## src/hmni_pkg.sv

```systemverilog
// Shared types, constants and helper functions of the hexagonal-mesh neighbour lookup.
// No dependencies; every module and interface of the block imports this package.
package hmni_pkg;

  localparam int IDX_W       = 16;
  localparam int DIR_W       = 3;
  localparam int SIZE_W      = 9;
  localparam int COUNT_W     = 17;
  localparam int COORD_W     = 8;
  localparam int MODE_W      = 2;
  localparam int CFG_W       = COUNT_W;
  localparam int CFG_IDX_W   = 2;
  localparam int PROD_W      = IDX_W + SIZE_W;
  localparam int SUM_W       = PROD_W + 1;

  // Long division: quotient bits retired per pipeline stage.
  localparam int DIV_BITS    = 4;
  localparam int DIV_STAGES  = IDX_W / DIV_BITS;

  // Fixed hexagon-shaped board.
  localparam int BOARD_CHIPS   = 48;
  localparam int BOARD_IDX_W   = $clog2(BOARD_CHIPS);
  localparam int BOARD_COLS    = 8;
  localparam int BOARD_ROWS    = 8;
  localparam int BOARD_COORD_W = 3;
  localparam int BOARD_SUM_W   = BOARD_COORD_W + 2;

  localparam logic [SIZE_W-1:0] SIZE_MIN = SIZE_W'(1);
  localparam logic [SIZE_W-1:0] SIZE_MAX = SIZE_W'(256);
  localparam logic [IDX_W-1:0]  IDX_MAX  = '1;

  // Topology modes; the remaining code behaves as the open rectangle.
  localparam logic [MODE_W-1:0] MODE_OPEN  = 2'd0;
  localparam logic [MODE_W-1:0] MODE_TORUS = 2'd1;
  localparam logic [MODE_W-1:0] MODE_BOARD = 2'd2;

  // Configuration register indexes.
  localparam logic [CFG_IDX_W-1:0] CFG_MODE   = 2'd0;
  localparam logic [CFG_IDX_W-1:0] CFG_WIDTH  = 2'd1;
  localparam logic [CFG_IDX_W-1:0] CFG_HEIGHT = 2'd2;
  localparam logic [CFG_IDX_W-1:0] CFG_COUNT  = 2'd3;

  // Link directions.
  localparam logic [DIR_W-1:0] DIR_E  = 3'd0;
  localparam logic [DIR_W-1:0] DIR_NE = 3'd1;
  localparam logic [DIR_W-1:0] DIR_N  = 3'd2;
  localparam logic [DIR_W-1:0] DIR_W_ = 3'd3;
  localparam logic [DIR_W-1:0] DIR_SW = 3'd4;
  localparam logic [DIR_W-1:0] DIR_S  = 3'd5;

  // Board columns: first chip index, lowest and highest y of each column.
  localparam logic [BOARD_IDX_W-1:0] BOARD_COL_START [BOARD_COLS] =
    '{6'd0, 6'd4, 6'd9, 6'd15, 6'd22, 6'd30, 6'd37, 6'd43};
  localparam logic [BOARD_COORD_W-1:0] BOARD_COL_YLO [BOARD_COLS] =
    '{3'd0, 3'd0, 3'd0, 3'd0, 3'd0, 3'd1, 3'd2, 3'd3};
  localparam logic [BOARD_COORD_W-1:0] BOARD_COL_YHI [BOARD_COLS] =
    '{3'd3, 3'd4, 3'd5, 3'd6, 3'd7, 3'd7, 3'd7, 3'd7};

  typedef struct packed {
    logic xp;
    logic xn;
    logic yp;
    logic yn;
  } step_t;

  typedef struct packed {
    logic [SIZE_W-1:0] rem;
    logic [IDX_W-1:0]  qd;
  } div_state_t;

  typedef struct packed {
    logic [BOARD_COORD_W-1:0] x;
    logic [BOARD_COORD_W-1:0] y;
  } board_pos_t;

  typedef struct packed {
    logic                   found;
    logic [BOARD_IDX_W-1:0] idx;
  } board_hit_t;

  // Context that travels with a request down the pipeline.
  typedef struct packed {
    step_t                    step;
    logic                     dir_ok;
    logic                     in_range;
    logic                     board_mode;
    logic                     torus;
    logic                     board_found;
    logic [BOARD_IDX_W-1:0]   board_nbr;
    logic [BOARD_COORD_W-1:0] board_x;
    logic [BOARD_COORD_W-1:0] board_y;
    logic [IDX_W-1:0]         grid_x;
    logic [COORD_W-1:0]       grid_y;
  } ctx_t;

  typedef struct packed {
    logic [IDX_W-1:0]   neighbour_index;
    logic               has_neighbour;
    logic [COORD_W-1:0] chip_x;
    logic [COORD_W-1:0] chip_y;
    logic               index_in_range;
  } rsp_t;

  function automatic step_t dir_step(logic [DIR_W-1:0] d);
    step_t s;
    s = '0;
    unique case (d)
      DIR_E:   s.xp = 1'b1;
      DIR_NE:  begin
        s.xp = 1'b1;
        s.yp = 1'b1;
      end
      DIR_N:   s.yp = 1'b1;
      DIR_W_:  s.xn = 1'b1;
      DIR_SW:  begin
        s.xn = 1'b1;
        s.yn = 1'b1;
      end
      DIR_S:   s.yn = 1'b1;
      default: s = '0;
    endcase
    return s;
  endfunction

  function automatic logic [SIZE_W-1:0] clamp_size(logic [SIZE_W-1:0] v);
    logic [SIZE_W-1:0] r;
    if (v == '0) begin
      r = SIZE_MIN;
    end else if (v > SIZE_MAX) begin
      r = SIZE_MAX;
    end else begin
      r = v;
    end
    return r;
  endfunction

  // DIV_BITS steps of restoring division; quotient bits shift in from the right.
  function automatic div_state_t div_steps(div_state_t s, logic [SIZE_W-1:0] d);
    div_state_t t;
    logic [SIZE_W:0] trial;
    t = s;
    for (int i = 0; i < DIV_BITS; i++) begin
      trial = {t.rem, t.qd[IDX_W-1]};
      t.qd  = {t.qd[IDX_W-2:0], 1'b0};
      if (trial >= {1'b0, d}) begin
        trial   = trial - {1'b0, d};
        t.qd[0] = 1'b1;
      end
      t.rem = trial[SIZE_W-1:0];
    end
    return t;
  endfunction

  // Coordinates of a board chip; the caller guarantees idx < BOARD_CHIPS.
  function automatic board_pos_t board_pos(logic [BOARD_IDX_W-1:0] idx);
    board_pos_t p;
    logic [BOARD_IDX_W-1:0] ofs;
    p   = '0;
    ofs = '0;
    for (int c = 0; c < BOARD_COLS; c++) begin
      if (idx >= BOARD_COL_START[c]) begin
        p.x = BOARD_COORD_W'(c);
        ofs = idx - BOARD_COL_START[c];
        p.y = BOARD_COL_YLO[c] + ofs[BOARD_COORD_W-1:0];
      end
    end
    return p;
  endfunction

  // Inverse lookup: which board chip sits at (nx, ny), if any.
  function automatic board_hit_t board_find(logic signed [BOARD_SUM_W-1:0] nx,
                                            logic signed [BOARD_SUM_W-1:0] ny);
    board_hit_t h;
    logic [BOARD_COORD_W-1:0] cx;
    logic [BOARD_COORD_W-1:0] cy;
    h  = '0;
    cx = nx[BOARD_COORD_W-1:0];
    cy = ny[BOARD_COORD_W-1:0];
    if (nx >= 0 && nx < BOARD_COLS && ny >= 0 && ny < BOARD_ROWS) begin
      if (cy >= BOARD_COL_YLO[cx] && cy <= BOARD_COL_YHI[cx]) begin
        h.found = 1'b1;
        h.idx   = BOARD_COL_START[cx] + BOARD_IDX_W'(cy - BOARD_COL_YLO[cx]);
      end
    end
    return h;
  endfunction

endpackage

```

## src/hmni_ifs.sv

```systemverilog
// Valid/ready channel interfaces for the request and result sides of the lookup.
// Depends on hmni_pkg for the field widths.
interface hmni_req_if import hmni_pkg::*; ();
  logic               valid;
  logic               ready;
  logic [IDX_W-1:0]   chip_index;
  logic [DIR_W-1:0]   direction;

  modport source (output valid, output chip_index, output direction, input ready);
  modport sink   (input valid, input chip_index, input direction, output ready);
endinterface

interface hmni_rsp_if import hmni_pkg::*; ();
  logic               valid;
  logic               ready;
  logic [IDX_W-1:0]   neighbour_index;
  logic               has_neighbour;
  logic [COORD_W-1:0] chip_x;
  logic [COORD_W-1:0] chip_y;
  logic               index_in_range;

  modport source (output valid, output neighbour_index, output has_neighbour,
                  output chip_x, output chip_y, output index_in_range, input ready);
  modport sink   (input valid, input neighbour_index, input has_neighbour,
                  input chip_x, input chip_y, input index_in_range, output ready);
endinterface

```

## src/hmni_div_pipe.sv

```systemverilog
// Pipelined unsigned long division of a chip index by a grid size, with context sideband.
// Depends on hmni_pkg (div_steps, ctx_t, widths).
module hmni_div_pipe import hmni_pkg::*; (
  input  logic              clk,
  input  logic              rst_n,
  input  logic              in_valid,
  output logic              in_ready,
  input  logic [IDX_W-1:0]  in_dividend,
  input  ctx_t              in_ctx,
  input  logic [SIZE_W-1:0] divisor,
  output logic              out_valid,
  input  logic              out_ready,
  output logic [IDX_W-1:0]  out_quot,
  output logic [SIZE_W-1:0] out_rem,
  output ctx_t              out_ctx
);

  logic [DIV_STAGES-1:0] v_r;
  div_state_t            st_r   [DIV_STAGES];
  ctx_t                  ctx_r  [DIV_STAGES];

  logic [DIV_STAGES-1:0] v_in;
  div_state_t            st_in  [DIV_STAGES];
  div_state_t            st_nxt [DIV_STAGES];
  ctx_t                  ctx_in [DIV_STAGES];
  logic [DIV_STAGES:0]   rdy;

  always_comb begin
    v_in[0]   = in_valid;
    st_in[0]  = '{rem: '0, qd: in_dividend};
    ctx_in[0] = in_ctx;
    for (int s = 1; s < DIV_STAGES; s++) begin
      v_in[s]   = v_r[s-1];
      st_in[s]  = st_r[s-1];
      ctx_in[s] = ctx_r[s-1];
    end
    for (int s = 0; s < DIV_STAGES; s++) begin
      st_nxt[s] = div_steps(st_in[s], divisor);
    end
    // A stage takes new data when it is empty or its successor moves on.
    rdy[DIV_STAGES] = out_ready;
    for (int s = DIV_STAGES - 1; s >= 0; s--) begin
      rdy[s] = !v_r[s] || rdy[s+1];
    end
  end

  always_ff @(posedge clk) begin
    if (!rst_n) begin
      v_r <= '0;
    end else begin
      for (int s = 0; s < DIV_STAGES; s++) begin
        if (rdy[s]) begin
          v_r[s] <= v_in[s];
        end
      end
    end
  end

  always_ff @(posedge clk) begin
    for (int s = 0; s < DIV_STAGES; s++) begin
      if (rdy[s]) begin
        st_r[s]  <= st_nxt[s];
        ctx_r[s] <= ctx_in[s];
      end
    end
  end

  assign in_ready  = rdy[0];
  assign out_valid = v_r[DIV_STAGES-1];
  assign out_quot  = st_r[DIV_STAGES-1].qd;
  assign out_rem   = st_r[DIV_STAGES-1].rem;
  assign out_ctx   = ctx_r[DIV_STAGES-1];

endmodule

```

## src/hmni_nbr_calc.sv

```systemverilog
// Grid neighbour step, index multiply and final range check with the result register.
// Depends on hmni_pkg (ctx_t, rsp_t, widths).
module hmni_nbr_calc import hmni_pkg::*; #(
  parameter int COORD_BITS = 8
) (
  input  logic               clk,
  input  logic               rst_n,
  input  logic               in_valid,
  output logic               in_ready,
  input  ctx_t               in_ctx,
  input  logic [SIZE_W-1:0]  in_xmod,
  input  logic [SIZE_W-1:0]  grid_w,
  input  logic [SIZE_W-1:0]  grid_h,
  input  logic [COUNT_W-1:0] chip_count,
  output logic               out_valid,
  input  logic               out_ready,
  output rsp_t               out_rsp
);

  // Step stage.
  logic               n_v_r;
  logic [IDX_W-1:0]   n_nx_r;
  logic [COORD_W-1:0] n_ny_r;
  logic               n_ok_r;
  ctx_t               n_ctx_r;
  // Multiply stage.
  logic               m_v_r;
  logic [PROD_W-1:0]  m_prod_r;
  logic [COORD_W-1:0] m_ny_r;
  logic               m_ok_r;
  ctx_t               m_ctx_r;
  // Result register.
  logic                  o_v_r;
  logic [IDX_W-1:0]      o_nbr_r;
  logic                  o_has_r;
  logic [COORD_BITS-1:0] o_x_r;
  logic [COORD_BITS-1:0] o_y_r;
  logic                  o_inr_r;

  logic n_rdy, m_rdy, o_rdy;

  logic [IDX_W-1:0]   x;
  logic [COORD_W-1:0] y;
  logic [IDX_W:0]     x_inc;
  logic [SIZE_W-1:0]  xm_inc;
  logic [SIZE_W-1:0]  y_inc;
  logic [IDX_W-1:0]   n_nx_nxt;
  logic [COORD_W-1:0] n_ny_nxt;
  logic               step_ok;
  logic [PROD_W-1:0]  m_prod_nxt;
  logic [SUM_W-1:0]   idx;
  logic               grid_found;
  logic               o_has_nxt;
  logic [IDX_W-1:0]   o_nbr_nxt;
  logic [COORD_W-1:0] o_x_nxt;
  logic [COORD_W-1:0] o_y_nxt;

  assign o_rdy    = !o_v_r || out_ready;
  assign m_rdy    = !m_v_r || o_rdy;
  assign n_rdy    = !n_v_r || m_rdy;
  assign in_ready = n_rdy;

  always_comb begin
    x        = in_ctx.grid_x;
    y        = in_ctx.grid_y;
    x_inc    = {1'b0, x} + 1'b1;
    xm_inc   = in_xmod + 1'b1;
    y_inc    = {1'b0, y} + 1'b1;
    n_nx_nxt = x;
    n_ny_nxt = y;
    step_ok  = 1'b1;
    if (in_ctx.torus) begin
      if (in_ctx.step.xp) begin
        n_nx_nxt = (xm_inc == grid_w) ? '0 : IDX_W'(xm_inc);
      end else if (in_ctx.step.xn) begin
        n_nx_nxt = (in_xmod == '0) ? IDX_W'(grid_w - 1'b1) : IDX_W'(in_xmod - 1'b1);
      end
      if (in_ctx.step.yp) begin
        n_ny_nxt = (y_inc == grid_h) ? '0 : y_inc[COORD_W-1:0];
      end else if (in_ctx.step.yn) begin
        n_ny_nxt = (y == '0) ? COORD_W'(grid_h - 1'b1) : y - 1'b1;
      end
    end else begin
      if (in_ctx.step.xp) begin
        if (x_inc < (IDX_W + 1)'(grid_w)) begin
          n_nx_nxt = x_inc[IDX_W-1:0];
        end else begin
          step_ok = 1'b0;
        end
      end else if (in_ctx.step.xn) begin
        if (x != '0) begin
          n_nx_nxt = x - 1'b1;
        end else begin
          step_ok = 1'b0;
        end
      end
      if (in_ctx.step.yp) begin
        if (y_inc < grid_h) begin
          n_ny_nxt = y_inc[COORD_W-1:0];
        end else begin
          step_ok = 1'b0;
        end
      end else if (in_ctx.step.yn) begin
        if (y != '0) begin
          n_ny_nxt = y - 1'b1;
        end else begin
          step_ok = 1'b0;
        end
      end
    end
  end

  assign m_prod_nxt = PROD_W'(n_nx_r) * PROD_W'(grid_h);

  always_comb begin
    idx        = {1'b0, m_prod_r} + SUM_W'(m_ny_r);
    grid_found = m_ok_r && (idx < SUM_W'(chip_count)) && (idx <= SUM_W'(IDX_MAX));
    o_has_nxt  = m_ctx_r.board_mode ? m_ctx_r.board_found : grid_found;
    o_nbr_nxt  = '0;
    if (o_has_nxt) begin
      o_nbr_nxt = m_ctx_r.board_mode ? IDX_W'(m_ctx_r.board_nbr) : idx[IDX_W-1:0];
    end
    o_x_nxt = '0;
    o_y_nxt = '0;
    if (m_ctx_r.in_range) begin
      o_x_nxt = m_ctx_r.board_mode ? COORD_W'(m_ctx_r.board_x) : m_ctx_r.grid_x[COORD_W-1:0];
      o_y_nxt = m_ctx_r.board_mode ? COORD_W'(m_ctx_r.board_y) : m_ctx_r.grid_y;
    end
  end

  always_ff @(posedge clk) begin
    if (!rst_n) begin
      n_v_r <= 1'b0;
      m_v_r <= 1'b0;
      o_v_r <= 1'b0;
    end else begin
      if (n_rdy) begin
        n_v_r <= in_valid;
      end
      if (m_rdy) begin
        m_v_r <= n_v_r;
      end
      if (o_rdy) begin
        o_v_r <= m_v_r;
      end
    end
  end

  always_ff @(posedge clk) begin
    if (n_rdy) begin
      n_nx_r  <= n_nx_nxt;
      n_ny_r  <= n_ny_nxt;
      n_ok_r  <= !in_ctx.board_mode && in_ctx.in_range && in_ctx.dir_ok && step_ok;
      n_ctx_r <= in_ctx;
    end
    if (m_rdy) begin
      m_prod_r <= m_prod_nxt;
      m_ny_r   <= n_ny_r;
      m_ok_r   <= n_ok_r;
      m_ctx_r  <= n_ctx_r;
    end
    if (o_rdy) begin
      o_nbr_r <= o_nbr_nxt;
      o_has_r <= o_has_nxt;
      o_x_r   <= o_x_nxt[COORD_BITS-1:0];
      o_y_r   <= o_y_nxt[COORD_BITS-1:0];
      o_inr_r <= m_ctx_r.in_range;
    end
  end

  assign out_valid               = o_v_r;
  assign out_rsp.neighbour_index = o_nbr_r;
  assign out_rsp.has_neighbour   = o_has_r;
  assign out_rsp.chip_x          = COORD_W'(o_x_r);
  assign out_rsp.chip_y          = COORD_W'(o_y_r);
  assign out_rsp.index_in_range  = o_inr_r;

endmodule

```

## src/hex_mesh_neighbour_index.sv

```systemverilog
// Top level of the hexagonal-mesh neighbour lookup: configuration, entry stage, pipeline.
// Depends on hmni_pkg, hmni_ifs, hmni_div_pipe and hmni_nbr_calc.
//
//   Channel   Direction  Handshake          Contents
//   in_req    sink       valid / ready      chip_index, direction
//   out_rsp   source     valid / ready      neighbour_index, has_neighbour, chip_x,
//                                           chip_y, index_in_range
//   cfg_*     sink       cfg_we only        cfg_index selects the register, cfg_wdata
//
// Every request passes 12 register stages: one entry stage, two 4-stage long
// dividers (x and y from the chip index, then x modulo the width) and three stages
// for the step, the index multiply and the range check. One request is accepted
// per cycle while the result side is not stalled; each stage holds only while it is
// full and its successor is stalled, so bubbles are squeezed out under back-pressure.
// Reset is synchronous and active low; it empties the pipeline and loads the
// register defaults (open rectangle, 8 by 8 grid, 64 chips).
module hex_mesh_neighbour_index import hmni_pkg::*; #(
  parameter int COORD_BITS = 8
) (
  input  logic                 clk,
  input  logic                 rst_n,
  hmni_req_if.sink             in_req,
  hmni_rsp_if.source           out_rsp,
  input  logic                 cfg_we,
  input  logic [CFG_IDX_W-1:0] cfg_index,
  input  logic [CFG_W-1:0]     cfg_wdata
);

  // Configuration registers. Grid sizes are stored already clamped to 1..256,
  // which gives the same answers as clamping them at every lookup.
  logic [MODE_W-1:0]  mode_r;
  logic [SIZE_W-1:0]  width_r;
  logic [SIZE_W-1:0]  height_r;
  logic [COUNT_W-1:0] count_r;

  always_ff @(posedge clk) begin
    if (!rst_n) begin
      mode_r   <= MODE_OPEN;
      width_r  <= SIZE_W'(8);
      height_r <= SIZE_W'(8);
      count_r  <= COUNT_W'(64);
    end else if (cfg_we) begin
      unique case (cfg_index)
        CFG_MODE:   mode_r   <= cfg_wdata[MODE_W-1:0];
        CFG_WIDTH:  width_r  <= clamp_size(cfg_wdata[SIZE_W-1:0]);
        CFG_HEIGHT: height_r <= clamp_size(cfg_wdata[SIZE_W-1:0]);
        CFG_COUNT:  count_r  <= cfg_wdata[COUNT_W-1:0];
      endcase
    end
  end

  // Entry stage. It decodes the direction, checks the chip index against the
  // chips in use, and in board mode resolves the whole lookup from the fixed
  // column tables; the grid modes continue through the dividers.
  logic             ent_v_r;
  logic [IDX_W-1:0] ent_chip_r;
  ctx_t             ent_ctx_r;
  ctx_t             ent_ctx_nxt;
  logic             ent_rdy;

  step_t                          step;
  logic                           board;
  logic                           in_range;
  logic                           dir_ok;
  board_pos_t                     bpos;
  board_hit_t                     bhit;
  logic signed [BOARD_SUM_W-1:0]  bnx;
  logic signed [BOARD_SUM_W-1:0]  bny;

  always_comb begin
    step     = dir_step(in_req.direction);
    dir_ok   = (in_req.direction <= DIR_S);
    board    = (mode_r == MODE_BOARD);
    in_range = board ? (in_req.chip_index < IDX_W'(BOARD_CHIPS))
                     : (COUNT_W'(in_req.chip_index) < count_r);
    bpos     = board_pos(in_req.chip_index[BOARD_IDX_W-1:0]);
    bnx      = $signed(BOARD_SUM_W'(bpos.x)) + $signed(BOARD_SUM_W'(step.xp))
             - $signed(BOARD_SUM_W'(step.xn));
    bny      = $signed(BOARD_SUM_W'(bpos.y)) + $signed(BOARD_SUM_W'(step.yp))
             - $signed(BOARD_SUM_W'(step.yn));
    bhit     = board_find(bnx, bny);

    ent_ctx_nxt             = '0;
    ent_ctx_nxt.step        = step;
    ent_ctx_nxt.dir_ok      = dir_ok;
    ent_ctx_nxt.in_range    = in_range;
    ent_ctx_nxt.board_mode  = board;
    ent_ctx_nxt.torus       = (mode_r == MODE_TORUS);
    ent_ctx_nxt.board_found = board && in_range && dir_ok && bhit.found;
    ent_ctx_nxt.board_nbr   = bhit.idx;
    ent_ctx_nxt.board_x     = in_range ? bpos.x : '0;
    ent_ctx_nxt.board_y     = in_range ? bpos.y : '0;
  end

  logic               d1_in_ready;
  logic               d1_v;
  logic [IDX_W-1:0]   d1_quot;
  logic [SIZE_W-1:0]  d1_rem;
  ctx_t               d1_ctx;
  ctx_t               d2_ctx_in;
  logic               d2_in_ready;
  logic               d2_v;
  logic [SIZE_W-1:0]  d2_rem;
  ctx_t               d2_ctx;
  logic               nc_in_ready;
  rsp_t               rsp;

  assign ent_rdy      = !ent_v_r || d1_in_ready;
  assign in_req.ready = ent_rdy;

  always_ff @(posedge clk) begin
    if (!rst_n) begin
      ent_v_r <= 1'b0;
    end else if (ent_rdy) begin
      ent_v_r <= in_req.valid;
    end
  end

  always_ff @(posedge clk) begin
    if (ent_rdy) begin
      ent_chip_r <= in_req.chip_index;
      ent_ctx_r  <= ent_ctx_nxt;
    end
  end

  // x = chip / height, y = chip % height.
  hmni_div_pipe u_div_xy (
    .clk         (clk),
    .rst_n       (rst_n),
    .in_valid    (ent_v_r),
    .in_ready    (d1_in_ready),
    .in_dividend (ent_chip_r),
    .in_ctx      (ent_ctx_r),
    .divisor     (height_r),
    .out_valid   (d1_v),
    .out_ready   (d2_in_ready),
    .out_quot    (d1_quot),
    .out_rem     (d1_rem),
    .out_ctx     (d1_ctx)
  );

  always_comb begin
    d2_ctx_in        = d1_ctx;
    d2_ctx_in.grid_x = d1_quot;
    d2_ctx_in.grid_y = d1_rem[COORD_W-1:0];
  end

  // x modulo width, needed when a chip lies past the last column in torus mode.
  hmni_div_pipe u_div_xmod (
    .clk         (clk),
    .rst_n       (rst_n),
    .in_valid    (d1_v),
    .in_ready    (d2_in_ready),
    .in_dividend (d1_quot),
    .in_ctx      (d2_ctx_in),
    .divisor     (width_r),
    .out_valid   (d2_v),
    .out_ready   (nc_in_ready),
    .out_quot    (),
    .out_rem     (d2_rem),
    .out_ctx     (d2_ctx)
  );

  hmni_nbr_calc #(
    .COORD_BITS (COORD_BITS)
  ) u_nbr (
    .clk        (clk),
    .rst_n      (rst_n),
    .in_valid   (d2_v),
    .in_ready   (nc_in_ready),
    .in_ctx     (d2_ctx),
    .in_xmod    (d2_rem),
    .grid_w     (width_r),
    .grid_h     (height_r),
    .chip_count (count_r),
    .out_valid  (out_rsp.valid),
    .out_ready  (out_rsp.ready),
    .out_rsp    (rsp)
  );

  assign out_rsp.neighbour_index = rsp.neighbour_index;
  assign out_rsp.has_neighbour   = rsp.has_neighbour;
  assign out_rsp.chip_x          = rsp.chip_x;
  assign out_rsp.chip_y          = rsp.chip_y;
  assign out_rsp.index_in_range  = rsp.index_in_range;

endmodule

```

## src/flat_wrapper.sv

```systemverilog
// flat-port wrapper written by rule: the top's interface ports become plain ports
module hex_mesh_neighbour_index_flat import hmni_pkg::*;
#(
  parameter int COORD_BITS = 8
)
  (clk, rst_n, cfg_we, cfg_index, cfg_wdata, in_req_valid, in_req_chip_index, in_req_direction, in_req_ready, out_rsp_valid, out_rsp_neighbour_index, out_rsp_has_neighbour, out_rsp_chip_x, out_rsp_chip_y, out_rsp_index_in_range, out_rsp_ready);
  hmni_req_if in_req_i ();
  hmni_rsp_if out_rsp_i ();
  input  logic clk;
  input  logic rst_n;
  input  logic cfg_we;
  input  logic [CFG_IDX_W-1:0] cfg_index;
  input  logic [CFG_W-1:0] cfg_wdata;
  input wire logic [$bits(in_req_i.valid)-1:0] in_req_valid;
  input wire logic [$bits(in_req_i.chip_index)-1:0] in_req_chip_index;
  input wire logic [$bits(in_req_i.direction)-1:0] in_req_direction;
  output wire logic [$bits(in_req_i.ready)-1:0] in_req_ready;
  output wire logic [$bits(out_rsp_i.valid)-1:0] out_rsp_valid;
  output wire logic [$bits(out_rsp_i.neighbour_index)-1:0] out_rsp_neighbour_index;
  output wire logic [$bits(out_rsp_i.has_neighbour)-1:0] out_rsp_has_neighbour;
  output wire logic [$bits(out_rsp_i.chip_x)-1:0] out_rsp_chip_x;
  output wire logic [$bits(out_rsp_i.chip_y)-1:0] out_rsp_chip_y;
  output wire logic [$bits(out_rsp_i.index_in_range)-1:0] out_rsp_index_in_range;
  input wire logic [$bits(out_rsp_i.ready)-1:0] out_rsp_ready;
  assign in_req_i.valid = in_req_valid;
  assign in_req_i.chip_index = in_req_chip_index;
  assign in_req_i.direction = in_req_direction;
  assign in_req_ready = in_req_i.ready;
  assign out_rsp_valid = out_rsp_i.valid;
  assign out_rsp_neighbour_index = out_rsp_i.neighbour_index;
  assign out_rsp_has_neighbour = out_rsp_i.has_neighbour;
  assign out_rsp_chip_x = out_rsp_i.chip_x;
  assign out_rsp_chip_y = out_rsp_i.chip_y;
  assign out_rsp_index_in_range = out_rsp_i.index_in_range;
  assign out_rsp_i.ready = out_rsp_ready;
  hex_mesh_neighbour_index #(.COORD_BITS(COORD_BITS)) u_core (.clk(clk), .rst_n(rst_n), .in_req(in_req_i), .out_rsp(out_rsp_i), .cfg_we(cfg_we), .cfg_index(cfg_index), .cfg_wdata(cfg_wdata));
endmodule
```

## config.mk

```make
export PLATFORM = sky130hd
export DESIGN_NAME = hex_mesh_neighbour_index_flat
export DESIGN_NICKNAME = d
export VERILOG_FILES = /design/src/hmni_pkg.sv /design/src/hmni_ifs.sv /design/src/hmni_div_pipe.sv /design/src/hmni_nbr_calc.sv /design/src/hex_mesh_neighbour_index.sv /design/src/flat_wrapper.sv
export SDC_FILE = /design/constraint.sdc
export NUM_CORES = 2
export LEC_CHECK = 0
export ABC_AREA = 1
export ABC_CLOCK_PERIOD_IN_PS = 10090
export BUFFER_PORTS_ARGS = -buffer_cell sky130_fd_sc_hd__buf_2
export CORE_MARGIN = 2
export CORE_UTILIZATION = 30
export DETAILED_ROUTE_END_ITERATION = 6
export PLACE_DENSITY_LB_ADDON = 0.05
export SLEW_MARGIN = 10
export SYNTH_ARGS = -nofsm -noshare
export SYNTH_HDL_FRONTEND = slang
export SYNTH_SLANG_ARGS = --single-unit
```

## constraint.sdc

```tcl
create_clock -name clk -period 10.09 [get_ports clk]
set_clock_uncertainty 0.15 [all_clocks]
set_input_delay 0.5045 -clock clk [delete_from_list [all_inputs] [get_ports clk]]
set_output_delay 0.5045 -clock clk [all_outputs]
set_load 0.005 [all_outputs]
```

==> flow_summary.toml <==
[status]
status = "complete, no violations"

[clock_tree]
cts_tree = "built"
cts_buffer_depth = 3
clk_latency_ns = 0.69
cts_setup_buffers = 0
h-tree-depth = 3
cts_buffers = 80
ctsRootBufferMaster = "clkbuf_16"
cts_sinks = 640
clk_pin_slew_ns = 0.06

[floorplan]
die-area_sq_mm = 0.157
rows = 143
io_pins = 79
die_h_microns = 396
initial_utilization_pct = 30.3
core_region_area_sq_mm = 0.152
die_w_microns = 396

[yosys]
synthCells = 5187
synth-seq-area-share_pct = 40.6
avgSynthCellArea_sq_um = 8.90
synth_edf_count = 591
yosys.area.top_type_share_pct = 38.4
syn_area_sq_mm = 0.0462
ys_types = 71
synth_nets = 5778
synth-async-reset-ratio_pct = 0
yosysTopAreaCell = "edfxtp_1"
netlist_top_cells_area = "edfxtp_1 38%, ha_1 11%, nand2_1 10%, fa_1 5.8%, inv_1 5.8%"
synth-seq-cells = 640
yosysWarnings = 0
synth_flop_cell = "edfxtp_1"

[global_route]
antenna_found_initial = 4
overflow = 0
grt_max_degree = 67
grt_pass1_vias = 35100
grt_use_total_pct = 17.2
grt_pass1_wl_microns = 210000

[layout]
final_nets = 5943
finalInstanceArea_sq_mm = 0.0520
drive_gt1_share_pct = 9.61
stdcell_count = 7450
area_growth_pct = 12.7
fin_util_pct = 34.1

[routing]
via_per_inst = 4.62
vias = 34400
drt-initial-drc-count = 1936
drtAntennaViolNets = 0
wirelength_microns = 135000
drt_first_pass_iters = 5
post-route-drc-count = 0
wl_per_cell_microns = 18.1

[worst_setup_path]
cp_max_fo = 16
slowest_delay_ns = 0.59
critPathSlowestCell = "inv_1"
critPathRequiredTime_ns = 10.49
worstPathArrival_ns = 8.77
crit_top_cell = "nand2_1"
end_kind = "flip-flop"
crit_type = "reg -> reg"
start_kind = "flip-flop"

[timing]
timing.max_slew.rel_slack_pct = 30.5
worst_pin_slew_ns = 1.02
finalHoldViolations = 0
fin_tns_setup_ns = 0
fin_crit_sh_pct = 82.9
max_freq_mhz = 120
finalMaxSlewViolations = 0
rsz0062_at_grt = "no"
post-route-min-period_ns = 8.37
setup_viol = 0

[placed_design]
dpl_cell_area_sq_mm = 0.0491
gp_congestion = 0.840
dp_cells = 7270
place.detailed.hpwl_microns = 104000
portBuffers = 78

[job]
max_cap_violations = 0

[hold_path]
hp-class = "in -> reg"
==> sequential cells by signal, summed over array words and instances, names as in the netlist, 9 cells and up <==
signal / count
u_core.width_r: 9
u_core.u_nbr.o_nbr_r: 16
u_core.ent_chip_r: 16
u_core.u_div_xmod.ctx_r: 176
u_core.u_nbr.n_ctx_r: 31
u_core.u_div_xy.st_r: 99
u_core.height_r: 9
u_core.u_div_xmod.st_r: 40
u_core.count_r: 17
u_core.u_nbr.m_prod_r: 25
u_core.u_div_xy.ctx_r: 84
u_core.u_nbr.m_ctx_r: 31
u_core.u_nbr.n_nx_r: 16
u_core.ent_ctx_r: 21
==> path summary, 6_finish.rpt <==
path / slack, ns / end / cells after the start / start
hold / removal: 0.04 / u_core.count_r[3] / 3 / cfg_wdata[3]
setup reg to reg: 1.72 / u_core.u_div_xy.st_r[1][18] / 38 / u_core.height_r[1]
hold reg to reg: 0.22 / u_core.u_nbr.m_ny_r[7] / 0 / u_core.u_nbr.n_ny_r[7]
setup / recovery: 1.72 / u_core.u_div_xy.st_r[1][18] / 38 / u_core.height_r[1]
==> critical path, delay by kind of cell, from the launching register on <==
family                     cells  cell delay (ns)
AOI/OAI and AO/OA             11             2.73
and+or+nand+nor               20             2.32
adders and majority gates      4             1.60
buffers and inverters          3             1.13
DFF                            1             0.31
==> final cells by class <==
cell class                      instances  area, sq um
Clock buffer                          108         2180
Multi-Input combinational cell       3722        24200
Clock inverter                         41          473
Inverter                              745         2810
Timing Repair Buffer                  163         1100
Fill cell                           15800       100000
Sequential cell                       640        18700
Antenna cell                            1         2.50
Tap cell                             2030         2540
==> cells in the final DEF (no fill, tap or decap), types with 55 or more instances in the layout <==
master / instances
xnor2_1: 76
nand2_2: 56
nand2_1: 1255
ha_1: 414
xor2_1: 181
nand4_1: 61
o21ai_0: 178
buf_2: 78
buf_4: 55
nor2_1: 321
o21ai_2: 57
clkbuf_16: 81
a21oi_1: 314
nor3_1: 61
nand3_1: 276
inv_1: 703
edfxtp_1: 591
fa_1: 134
==> synth_stat cells, types with 49 or more instances <==
cell,number
o21ai_2,57
o21ai_0,178
nor2_1,321
dfxtp_1,49
nand3_1,276
nand2_1,1257
edfxtp_1,591
a21oi_1,314
nand4_1,61
nor3_1,62
xnor2_1,76
fa_1,134
inv_1,709
nand2_2,55
xor2_1,181
ha_1,414
==> per-layer routing <==
layer | GRT usage [%] | up-vias | wire length, microns
li1 | - | 17700 | -
met1 | 24.3 | 16300 | 67000
met2 | 28.3 | 415 | 61700
met3 | 2.01 | 112 | 3830
met4 | 3.55 | 2 | 2360
met5 | 0 | - | 14
==> through the flow <==
stage,setup WS [ns],hold WS (ns)
4_1_cts,1.64,0.00599
3_3_place_gp,1.61,0.251
3_5_place_dp,1.63,0.255
5_1_grt,0.909,0.0166
6_report,1.72,0.0440
2_1_floorplan,2.42,0.250
==> timing repair <==
item / in CTS / in global routing
endpoints found under the hold margin: 29 / 0
hold buffers: 30 / 0
gates resized for setup: 0 / 0
==> kinds of logic after synthesis <==
| kind of cell | after synthesis | share of synthesized area (%) |
|---|---|---|
| multiplexers | 5 | 0.108 |
| XOR/XNOR | 257 | 4.88 |
| buffers and inverters | 825 | 7.03 |
| AO/OA/AOI/OAI | 745 | 9.53 |
| adder cells (fa/ha/maj) | 548 | 17.0 |
| AND/OR/NAND/NOR | 2167 | 20.9 |
| flip-flops | 640 | 40.6 |
Power is left out: the tool's default activity adds up to more than one toggle a clock period on the data nets, which glitch-free logic cannot reach.
